**config.mk**
```make
export PLATFORM = sky130hd
export DESIGN_NAME = midi_rpn_nrpn_detector_core
export DESIGN_NICKNAME = d
export VERILOG_FILES = /design/src/rpnd_pkg.sv /design/src/rpnd_state_mem.sv /design/src/rpnd_update.sv /design/src/midi_rpn_nrpn_detector_core.sv
export SDC_FILE = /design/constraint.sdc
export NUM_CORES = 1
export LEC_CHECK = 0
export ABC_AREA = 1
export ABC_CLOCK_PERIOD_IN_PS = 8780
export BUFFER_PORTS_ARGS = -buffer_cell sky130_fd_sc_hd__clkbuf_2
export CAP_MARGIN = 20
export CORE_MARGIN = 10
export CORE_UTILIZATION = 67
export DETAILED_ROUTE_END_ITERATION = 10
export PLACE_DENSITY_LB_ADDON = 0.08
export SYNTH_ARGS = -nofsm -noshare
export SYNTH_HDL_FRONTEND = slang
export SYNTH_SLANG_ARGS = --single-unit
```
**constraint.sdc**
```tcl
create_clock -name clk -period 8.78 [get_ports clk]
set_input_delay 0.878 -clock clk [delete_from_list [all_inputs] [get_ports clk]]
set_output_delay 0.878 -clock clk [all_outputs]
set_load 0.05 [all_outputs]
```
**src/rpnd_pkg.sv**
```systemverilog
// Package with the shared types, constants and codes of the RPN/NRPN detector.
package rpnd_pkg;

  localparam int NUM_CHANNELS = 16;
  localparam int IDX_W = (NUM_CHANNELS > 1) ? $clog2(NUM_CHANNELS) : 1;
  localparam int CHAN_W = 5;
  localparam int CC_W = 7;
  localparam int DATA_W = 7;
  localparam int WORD_W = 14;

  localparam logic [CC_W-1:0] CC_NRPN_LSB = 7'h62;
  localparam logic [CC_W-1:0] CC_NRPN_MSB = 7'h63;
  localparam logic [CC_W-1:0] CC_RPN_LSB  = 7'h64;
  localparam logic [CC_W-1:0] CC_RPN_MSB  = 7'h65;
  localparam logic [CC_W-1:0] CC_DATA_MSB = 7'h06;
  localparam logic [CC_W-1:0] CC_DATA_LSB = 7'h26;

  localparam logic OP_CONTROL = 1'b0;
  localparam logic OP_CLEAR   = 1'b1;

  typedef struct packed {
    logic              opcode;
    logic [CHAN_W-1:0] channel;
    logic [CC_W-1:0]   controller_number;
    logic [DATA_W-1:0] controller_value;
  } in_req_t;

  typedef struct packed {
    logic [CHAN_W-1:0] out_channel;
    logic [WORD_W-1:0] parameter_number;
    logic [WORD_W-1:0] param_value;
    logic              is_nrpn;
    logic              is_fourteen_bit;
  } out_req_t;

  // One byte of the channel state: a set flag and the seven data bits.
  typedef struct packed {
    logic              set;
    logic [DATA_W-1:0] val;
  } half_t;

  typedef struct packed {
    half_t pm;
    half_t pl;
    half_t vm;
    half_t vl;
    logic  nrpn;
  } entry_t;

  localparam half_t HALF_UNSET = '{set: 1'b0, val: '1};
  localparam entry_t ENTRY_RESET = '{
    pm: HALF_UNSET, pl: HALF_UNSET, vm: HALF_UNSET, vl: HALF_UNSET, nrpn: 1'b0
  };

endpackage

```
**src/rpnd_state_mem.sv**
```systemverilog
// Per-channel state memory with registered read and per-entry valid bits.
module rpnd_state_mem (
  input  logic                        clk,
  input  logic                        rst_n,
  input  logic                        clr_all,
  input  logic                        rd_en,
  input  logic [rpnd_pkg::IDX_W-1:0]  rd_idx,
  output rpnd_pkg::entry_t            rd_data,
  input  logic                        wr_en,
  input  logic [rpnd_pkg::IDX_W-1:0]  wr_idx,
  input  rpnd_pkg::entry_t            wr_data
);

  rpnd_pkg::entry_t                        mem [rpnd_pkg::NUM_CHANNELS];
  logic [rpnd_pkg::NUM_CHANNELS-1:0]       vld_r;
  rpnd_pkg::entry_t                        rd_q_r;
  logic                                    rd_vld_r;

  always_ff @(posedge clk) begin
    if (wr_en) begin
      mem[wr_idx] <= wr_data;
    end
    if (rd_en) begin
      rd_q_r <= mem[rd_idx];
    end
  end

  always_ff @(posedge clk) begin
    if (!rst_n) begin
      vld_r    <= '0;
      rd_vld_r <= 1'b0;
    end else begin
      if (clr_all) begin
        vld_r <= '0;
      end else if (wr_en) begin
        vld_r[wr_idx] <= 1'b1;
      end
      if (rd_en) begin
        rd_vld_r <= vld_r[rd_idx];
      end
    end
  end

  assign rd_data = rd_vld_r ? rd_q_r : rpnd_pkg::ENTRY_RESET;

endmodule

```
**src/rpnd_update.sv**
```systemverilog
// Next-state and result logic for one controller message on one channel.
module rpnd_update (
  input  rpnd_pkg::entry_t  cur,
  input  rpnd_pkg::in_req_t req,
  output rpnd_pkg::entry_t  nxt,
  output logic              wr,
  output logic              res_vld,
  output rpnd_pkg::out_req_t res
);

  rpnd_pkg::half_t v_half;
  logic            is_data;

  assign v_half = '{set: 1'b1, val: req.controller_value};

  always_comb begin
    nxt     = cur;
    wr      = 1'b1;
    is_data = 1'b0;
    case (req.controller_number)
      rpnd_pkg::CC_NRPN_LSB: begin
        nxt.pl   = v_half;
        nxt.vm   = rpnd_pkg::HALF_UNSET;
        nxt.vl   = rpnd_pkg::HALF_UNSET;
        nxt.nrpn = 1'b1;
      end
      rpnd_pkg::CC_NRPN_MSB: begin
        nxt.pm   = v_half;
        nxt.vm   = rpnd_pkg::HALF_UNSET;
        nxt.vl   = rpnd_pkg::HALF_UNSET;
        nxt.nrpn = 1'b1;
      end
      rpnd_pkg::CC_RPN_LSB: begin
        nxt.pl   = v_half;
        nxt.vm   = rpnd_pkg::HALF_UNSET;
        nxt.vl   = rpnd_pkg::HALF_UNSET;
        nxt.nrpn = 1'b0;
      end
      rpnd_pkg::CC_RPN_MSB: begin
        nxt.pm   = v_half;
        nxt.vm   = rpnd_pkg::HALF_UNSET;
        nxt.vl   = rpnd_pkg::HALF_UNSET;
        nxt.nrpn = 1'b0;
      end
      rpnd_pkg::CC_DATA_MSB: begin
        nxt.vm  = v_half;
        nxt.vl  = rpnd_pkg::HALF_UNSET;
        is_data = 1'b1;
      end
      rpnd_pkg::CC_DATA_LSB: begin
        nxt.vl  = v_half;
        is_data = 1'b1;
      end
      default: begin
        wr = 1'b0;
      end
    endcase
  end

  always_comb begin
    res_vld                 = is_data && nxt.pm.set && nxt.pl.set && nxt.vm.set;
    res.out_channel         = req.channel;
    res.parameter_number    = {nxt.pm.val, nxt.pl.val};
    res.is_nrpn             = nxt.nrpn;
    res.is_fourteen_bit     = nxt.vl.set;
    if (nxt.vl.set) begin
      res.param_value = {nxt.vm.val, nxt.vl.val};
    end else begin
      res.param_value = {{(rpnd_pkg::WORD_W - rpnd_pkg::DATA_W){1'b0}}, nxt.vm.val};
    end
  end

endmodule

```
**src/midi_rpn_nrpn_detector_core.sv**
```systemverilog
// Top level of the MIDI RPN/NRPN detector: request pipeline, forwarding and output register.
//
// The block takes one request per cycle and sustains that rate while the
// result side does not stall. A request is accepted into a read stage, where
// the channel state memory is read; when it leaves the read stage the entry
// is updated, written back and any result is loaded into the output register.
// A write that lands in the same cycle as the next read of that channel is
// forwarded, so requests on the same channel may follow each other directly.
// The clear request resets all channels through the per-entry valid bits,
// and the block is ready for requests right after reset. Stalls on the result
// side only hold the pipeline when a result is waiting to be taken.
module midi_rpn_nrpn_detector_core (
  input  logic               clk,
  input  logic               rst_n,
  input  logic               in_valid,
  output logic               in_ready,
  input  rpnd_pkg::in_req_t  in_data,
  output logic               out_valid,
  input  logic               out_ready,
  output rpnd_pkg::out_req_t out_data
);

  logic                         s1_valid_r;
  rpnd_pkg::in_req_t            s1_req_r;
  logic                         s1_fire;
  logic                         in_fire;
  logic                         s1_in_range;
  logic [rpnd_pkg::CHAN_W-1:0]  s1_ch_m1;
  logic [rpnd_pkg::IDX_W-1:0]   s1_idx;
  logic [rpnd_pkg::CHAN_W-1:0]  in_ch_m1;
  logic [rpnd_pkg::IDX_W-1:0]   in_idx;

  rpnd_pkg::entry_t             mem_rd;
  rpnd_pkg::entry_t             cur;
  rpnd_pkg::entry_t             upd_nxt;
  logic                         upd_wr;
  logic                         upd_res_vld;
  rpnd_pkg::out_req_t           upd_res;
  logic                         res_vld;
  logic                         wr_en;
  logic                         clr_all;

  logic                         byp_clr_r;
  logic                         byp_wr_r;
  logic [rpnd_pkg::IDX_W-1:0]   byp_idx_r;
  rpnd_pkg::entry_t             byp_data_r;

  logic                         out_valid_r;
  rpnd_pkg::out_req_t           out_data_r;

  assign in_ch_m1 = in_data.channel - rpnd_pkg::CHAN_W'(1);
  assign in_idx   = in_ch_m1[rpnd_pkg::IDX_W-1:0];
  assign s1_ch_m1 = s1_req_r.channel - rpnd_pkg::CHAN_W'(1);
  assign s1_idx   = s1_ch_m1[rpnd_pkg::IDX_W-1:0];
  assign s1_in_range = (s1_req_r.channel != '0) &&
                       (s1_req_r.channel <= rpnd_pkg::CHAN_W'(rpnd_pkg::NUM_CHANNELS));

  always_comb begin
    if (byp_clr_r) begin
      cur = rpnd_pkg::ENTRY_RESET;
    end else if (byp_wr_r && (byp_idx_r == s1_idx)) begin
      cur = byp_data_r;
    end else begin
      cur = mem_rd;
    end
  end

  rpnd_update u_update (
    .cur     (cur),
    .req     (s1_req_r),
    .nxt     (upd_nxt),
    .wr      (upd_wr),
    .res_vld (upd_res_vld),
    .res     (upd_res)
  );

  assign res_vld  = s1_valid_r && (s1_req_r.opcode == rpnd_pkg::OP_CONTROL) &&
                    s1_in_range && upd_res_vld;
  assign s1_fire  = s1_valid_r && (!res_vld || !out_valid_r || out_ready);
  assign in_ready = !s1_valid_r || s1_fire;
  assign in_fire  = in_valid && in_ready;
  assign clr_all  = s1_fire && (s1_req_r.opcode == rpnd_pkg::OP_CLEAR);
  assign wr_en    = s1_fire && (s1_req_r.opcode == rpnd_pkg::OP_CONTROL) &&
                    s1_in_range && upd_wr;

  rpnd_state_mem u_state_mem (
    .clk     (clk),
    .rst_n   (rst_n),
    .clr_all (clr_all),
    .rd_en   (in_fire),
    .rd_idx  (in_idx),
    .rd_data (mem_rd),
    .wr_en   (wr_en),
    .wr_idx  (s1_idx),
    .wr_data (upd_nxt)
  );

  always_ff @(posedge clk) begin
    if (!rst_n) begin
      s1_valid_r  <= 1'b0;
      byp_clr_r   <= 1'b0;
      byp_wr_r    <= 1'b0;
      out_valid_r <= 1'b0;
    end else begin
      if (in_fire) begin
        s1_valid_r <= 1'b1;
        byp_clr_r  <= clr_all;
        byp_wr_r   <= wr_en;
      end else if (s1_fire) begin
        s1_valid_r <= 1'b0;
      end
      if (s1_fire && res_vld) begin
        out_valid_r <= 1'b1;
      end else if (out_ready) begin
        out_valid_r <= 1'b0;
      end
    end
  end

  always_ff @(posedge clk) begin
    if (in_fire) begin
      s1_req_r   <= in_data;
      byp_idx_r  <= s1_idx;
      byp_data_r <= upd_nxt;
    end
    if (s1_fire && res_vld) begin
      out_data_r <= upd_res;
    end
  end

  assign out_valid = out_valid_r;
  assign out_data  = out_data_r;

endmodule
```
Yosys cells after proc, flatten, opt, wreduce, memory -nomap -nowiden
Memory sizes are Yosys's and may differ from the RTL's. A register that Yosys moved wholly into a read port is not among the register bits. Cells that the tools add are included.

Register bits: 113. Latch bits: 0. Memory bits (writable): 528. Bits in read-only memories: 0. Bits of input ports: 24. Output and inout port bits: 37. Word-level logic and storage cells: 98. Memories kept: 1.

Memory list: u_state_mem.mem (words 16, width 33, read ports 1, clocked after memory_dff 1, write ports 1, line rpnd_state_mem.sv:14) `rpnd_pkg::entry_t mem [rpnd_pkg::NUM_CHANNELS];`.

Add/sub/neg operators: 2. Multiply operators: 0. Div/mod/pow operators: 0. Magnitude comparators: 4. Equal/unequal tests: 7. Shifts and indexed selects: 0. Mux-type cells: 21. Bitwise logic cells: 3. Reduce and logical (&&, ||, !) cells: 34.

Operators by type and width (number): $mux W33 (3); $pmux W8 S2 (2); $eq A7 B7 Y1 const B (4); $logic_and A1 B1 Y1 (16); $mux W8 (2); $or A16 B16 Y16 (1); $reduce_or A2 Y1 (6); $lt A4 B5 Y1 const B (2); $mux W1 (10); $sub A4 B1 Y4 const B (2); $eq A7 B3 Y1 const B (1); $eq A7 B6 Y1 const B (1); $mux W7 (1); $reduce_or A6 Y1 (1); $le A5 B5 Y1 const B (1); $reduce_bool A5 Y1 (1); $reduce_or A5 Y1 (1); $bmux W1 S4 (1); $demux W1 S4 (1); $eq A4 B4 Y1 (1); $ge A4 B1 Y1 const B (1); $reduce_bool A2 Y1 (2); $reduce_or A4 Y1 (1); $logic_not A1 Y1 (3); 3 further kinds (6).

Longest topological paths before layout
Word-level depth: 19. Gate-level depth with buffers: 19. Depth with buffers taken out: 19.

By module
From an unflattened synthesis, not the netlist that was laid out.

Cell total of the unflattened synthesis: 2169. Area total of the unflattened synthesis: 27427.6 µm².

By module, submodules not included: rpnd_state_mem (times used 1, cells each 1706, area an instance 22631.7 µm², sequential area each 17186.5 µm²); midi_rpn_nrpn_detector_core (times used 1, cells each 274, area an instance 3776.1 µm², sequential area each 2842.7 µm²); rpnd_update (times used 1, cells each 189, area an instance 1019.7 µm², sequential area each 0.0 µm²).

Worst setup path after synthesis
OpenSTA, ideal clock, no wires.

Kind: flip-flop to flip-flop. Start point: register s1_req_r[14] (netlist bit). End point: memory u_state_mem.mem[15][0] (netlist bit), enable pin. Library setup time: 0.464 ns. Data arrival time: 4.428 ns. Required time: 8.316 ns. Slack: 3.887 ns. Cell stages (with the launch flop): 18. Buffers on the path: 1. Period minus slack after synthesis: 4.893 ns. Path through: edfxtp_1 inv_1 ha_1 inv_2 nand2_2 nand2_2 nand2_1 nand2_1 nor2_4 nand3_1 nand3_1 nand2_1 nand2_1 inv_2 nand3_4 nand2_4 buf_2 nor3_1.

RTL lines: start, declared (line midi_rpn_nrpn_detector_core.sv:24) `rpnd_pkg::in_req_t s1_req_r;`; start signal, assigned (line midi_rpn_nrpn_detector_core.sv:122) `s1_req_r <= in_data;`; end, declared (line rpnd_state_mem.sv:14).

==> metrics.md <==
| Metric | Value |
|---|---|
| Clock-pin slew on the worst setup and hold paths | around 0.06 ns |
| H-Tree Depth | 3 |
| Area delta synth->final | 11.43% |
| Setup Buffers After CTS | 0 |
| CP Capture Type | output pin |
| Yosys top cell by area | edfxtp_1 |
| Hold path cells | 2 |
| Slew @ Worst Pin | about 1.3 ns |
| Global-route wire length before repair | 98.99 mm |
| Antenna fix cells | 0 |
| Clock Power Share | 39.6% |
| Core footprint | 38920 um2 |
| FF-to-FF setup slack | 4.07 ns |
| CP Launch Type | register |
| RSZ-0062 raised after global routing | no |
| Post-Place Cells | between 2k and 2.5k |
| Crit-path slowest cell | edfxtp_1 |
| Comb power frac | 6.8% |
| Initial Util | between 60% and 70% |
| Worst-skew pair later-pin latency | ~0.60 ns |
| CP bufs+invs | 3 |
| Largest delay contributor family on the critical path | simple AND/OR/NAND/NOR gates |
| Sequential fraction of the synthesis area | 75.53% |
| Fin cells | 2594 |
| Final core utilization | 75.93% |
| Most used DFF post-synth | edfxtp_1 |
| Initial drt markers | 2539 |
| Post-synth EDFFs | 653 |
| Congestion Overflow GR | 0 |
| Share of cells above drive strength 1 | around an eighth |
| CTS tree | yes |
| WS Path Type | register to output pin |
| Num CTS Buffers | 67 |
| DR DRC count | 0 |
| Worst R2R Start | s1_req_r[14]$_DFFE_PP_ |
| Final setup viols | 0 |
| Reg power frac | a little over half |
| CP Depth | 14 |
| WL final | 65.99 mm |
| First drt pass iteration count | 5 |
| Vias | 17.15k |
| Largest cells by area after synthesis | edfxtp_1 (74%), o21ai_0 (5.8%), nor2_1 (4.3%) |
| WP data arrival | a little over 4 ns |
| TNS Setup | 0 ns |
| Post-synth top area share | 73.95% |
| Most frequent cell after synthesis | edfxtp_1 |
| Max clock buf depth | 3 |
| Wirelength per Cell | 25.44 um |
| Gp weighted congestion | 0.8622 |
| GRT Util Overall | 27.39% |
| CP Cell Sequence | inv_1 -> ha_1 -> nand2_1 -> nand3_1 -> nand2_1 -> nor2_4 -> nand2_4 -> nand2_1 -> nand3_1 -> nand2_1 -> nand2_1 -> inv_2 -> nand3_4 -> clkbuf_2 |
| Leak pwr | roughly 0.0092 uW |
| Syn Inst Count | 1970 |
| Fraction of registers with async set/reset | 0% |
| # clock sinks | ~670 |
| Hold-fix buffers, CTS | 0 |
| IO buf count | 60 |
| Synth warn | 0 |
| CP max FO | 35 |
| Top cells by count, synth | edfxtp_1 (653), nor2_1 (307), o21ai_0 (306) |
| Mapped cell area | 26520 um2 |
| Fin crit share | a little under three fifths |
| Final Hold Viols | 0 |
| Layout Skew | roughly 0.027 ns |
| Post-DP HPWL | 33.32 mm |
| Num ports | 61 |
| Die H | 218.9 um |
| Power Total | 6756 uW |
| Final period demand of the worst path | slightly below 5 ns |
| Die width | 218.9 um |
| Post-cts gate resize count | 0 |
| F_max | 203.5 MHz |
| Slowest stage delay, CP | 0.49 ns |
| Row cnt | 72 |
| Syn nets | 1999 |
| Flops & latches, synth | 674 |
| Worst setup startpoint | s1_req_r[14]$_DFFE_PP_ |
| Outcome | finished clean |
| Worst Hold Class | register to register |
| Nets@finish | about 2.1k |
| Mean post-synth cell area | 13.46 um2 |
| Worst r2r path cells | 18 |
| Number of global-route vias before repair | 16.41k |
| PD cells | 228.6 nW/um2 |
| Root buffer cell | clkbuf_16 |
| Cell internal pwr | about 5200 uW |
| Capture point of the worst path | in_ready |
| Maximum vdd drop | 0.0002347 V |
| Max-capacitance violation count | 0 |
| Critical path required time | around 7.9 ns |
| Net Sw Frac | 22.59% |
| Max-slew headroom | 13.84% |
| Post-synth cell types | 38 |
| Initial antenna violation count | 0 |
| DR vias/cell | 6.610 |
| FF-to-FF End | u_state_mem.rd_q_r[13]$_DFFE_PP_ |
| Top cell by count, worst path | nand2_1 |
| Switching pwr | 1526 uW |
| Die area | between 40000 and 50000 um2 |
| Largest net degree at the start of global routing | ~110 |
| Final ANT Viol Nets | 0 |
| Slew Limit Fails | 0 |
## layout by cell type (no fill, tap or decap), types with 21 or more instances in the layout
cell       instances
clkbuf_2          59
edfxtp_1         653
buf_4             51
nand2_1          122
o211ai_1          67
o21ai_0          306
o22ai_1           64
a21oi_1           22
nor2_1           307
clkinv_1          21
nand3_1           38
o221ai_1          68
dfxtp_1           21
a32oi_1           24
clkbuf_16         68
inv_1             74
## state kept, by name (all words and copies together), names as in the netlist
register	flops
byp_wr_r	1
byp_clr_r	1
s1_valid_r	1
u_state_mem.rd_vld_r	1
u_state_mem.vld_r	16
u_state_mem.rd_q_r	33
out_data	35
byp_idx_r	4
u_state_mem.mem	528
out_valid	1
s1_req_r	20
byp_data_r	33
## how the worst min path moves through the flow
| stage | endpoint | slack [ns] | start |
|---|---|---|---|
| floorplan | u_state_mem.vld_r[12]$_SDFFE_PP0P_ | 0.43 | u_state_mem.vld_r[12]$_SDFFE_PP0P_ |
| global placement | u_state_mem.vld_r[12]$_SDFFE_PP0P_ | 0.44 | u_state_mem.vld_r[12]$_SDFFE_PP0P_ |
| detailed placement | u_state_mem.vld_r[12]$_SDFFE_PP0P_ | 0.44 | u_state_mem.vld_r[12]$_SDFFE_PP0P_ |
| CTS | s1_req_r[12]$_DFFE_PP_ | 0.45 | in_data[12] |
| global route | s1_req_r[5]$_DFFE_PP_ | 0.46 | in_data[5] |
| finish | u_state_mem.vld_r[12]$_SDFFE_PP0P_ | 0.45 | u_state_mem.vld_r[12]$_SDFFE_PP0P_ |
## routing by layer
metal | global-route usage (%) | routed length [um] | share of wire (%)
met2 | 42.83 | 31410 | 48
met4 | 11.65 | 2185 | 3.3
met1 | 37.68 | 25400 | 38
met5 | 0 | 0 | 0
met3 | 4.883 | 6991 | 11
## metrics by stage
| step | hold WS, ns | setup slack (ns) | instance area (um2) |
|---|---|---|---|
| floorplan | 0.4295 | 3.887 | 26520 |
| global placement | 0.4400 | 4.141 | 27400 |
| detailed placement | 0.4434 | 3.993 | 27400 |
| CTS | 0.4470 | 3.873 | 29420 |
| global route | 0.4635 | 3.580 | 29550 |
| finish | 0.4520 | 3.866 | 29550 |
## worst register-to-register path, delay by kind of cell (launching register included)
family / cells / cell delay, ns
adder cells (fa/ha/maj): 1 / 0.28
AND/OR/NAND/NOR: 12 / 2.17
buffers and inverters: 5 / 1.40
flip-flops: 1 / 0.49
## cell families after synthesis
kind of cell	after synthesis	share of synthesized area, %
AO/OA/AOI/OAI	580	13.47
XOR/XNOR	3	0.1274
adder cells (fa/ha/maj)	5	0.2359
buffers and inverters	212	3.105
flip-flops	674	75.53
AND/OR/NAND/NOR	496	7.530
## area by class of cell
type / count / area, um2
Sequential cell: 674 / 20030
Fill cell: 2352 / 9368
Multi-Input combinational cell: 1084 / 5759
Clock buffer: 75 / 1728
Timing Repair Buffer: 114 / 757.0
Tap cell: 518 / 648.1
Inverter: 87 / 337.8
Clock inverter: 42 / 290.3
## power groups by stage
stage | registers, uW | logic [uW] | clock network, uW
floorplan | 3680 | 301 | 0
global placement | 3690 | 425 | 0
detailed placement | 3690 | 443 | 0
CTS | 3620 | 446 | 2690
global route | 3620 | 506 | 2830
finish | 3620 | 461 | 2670
Power figures use the tool's default switching activity.
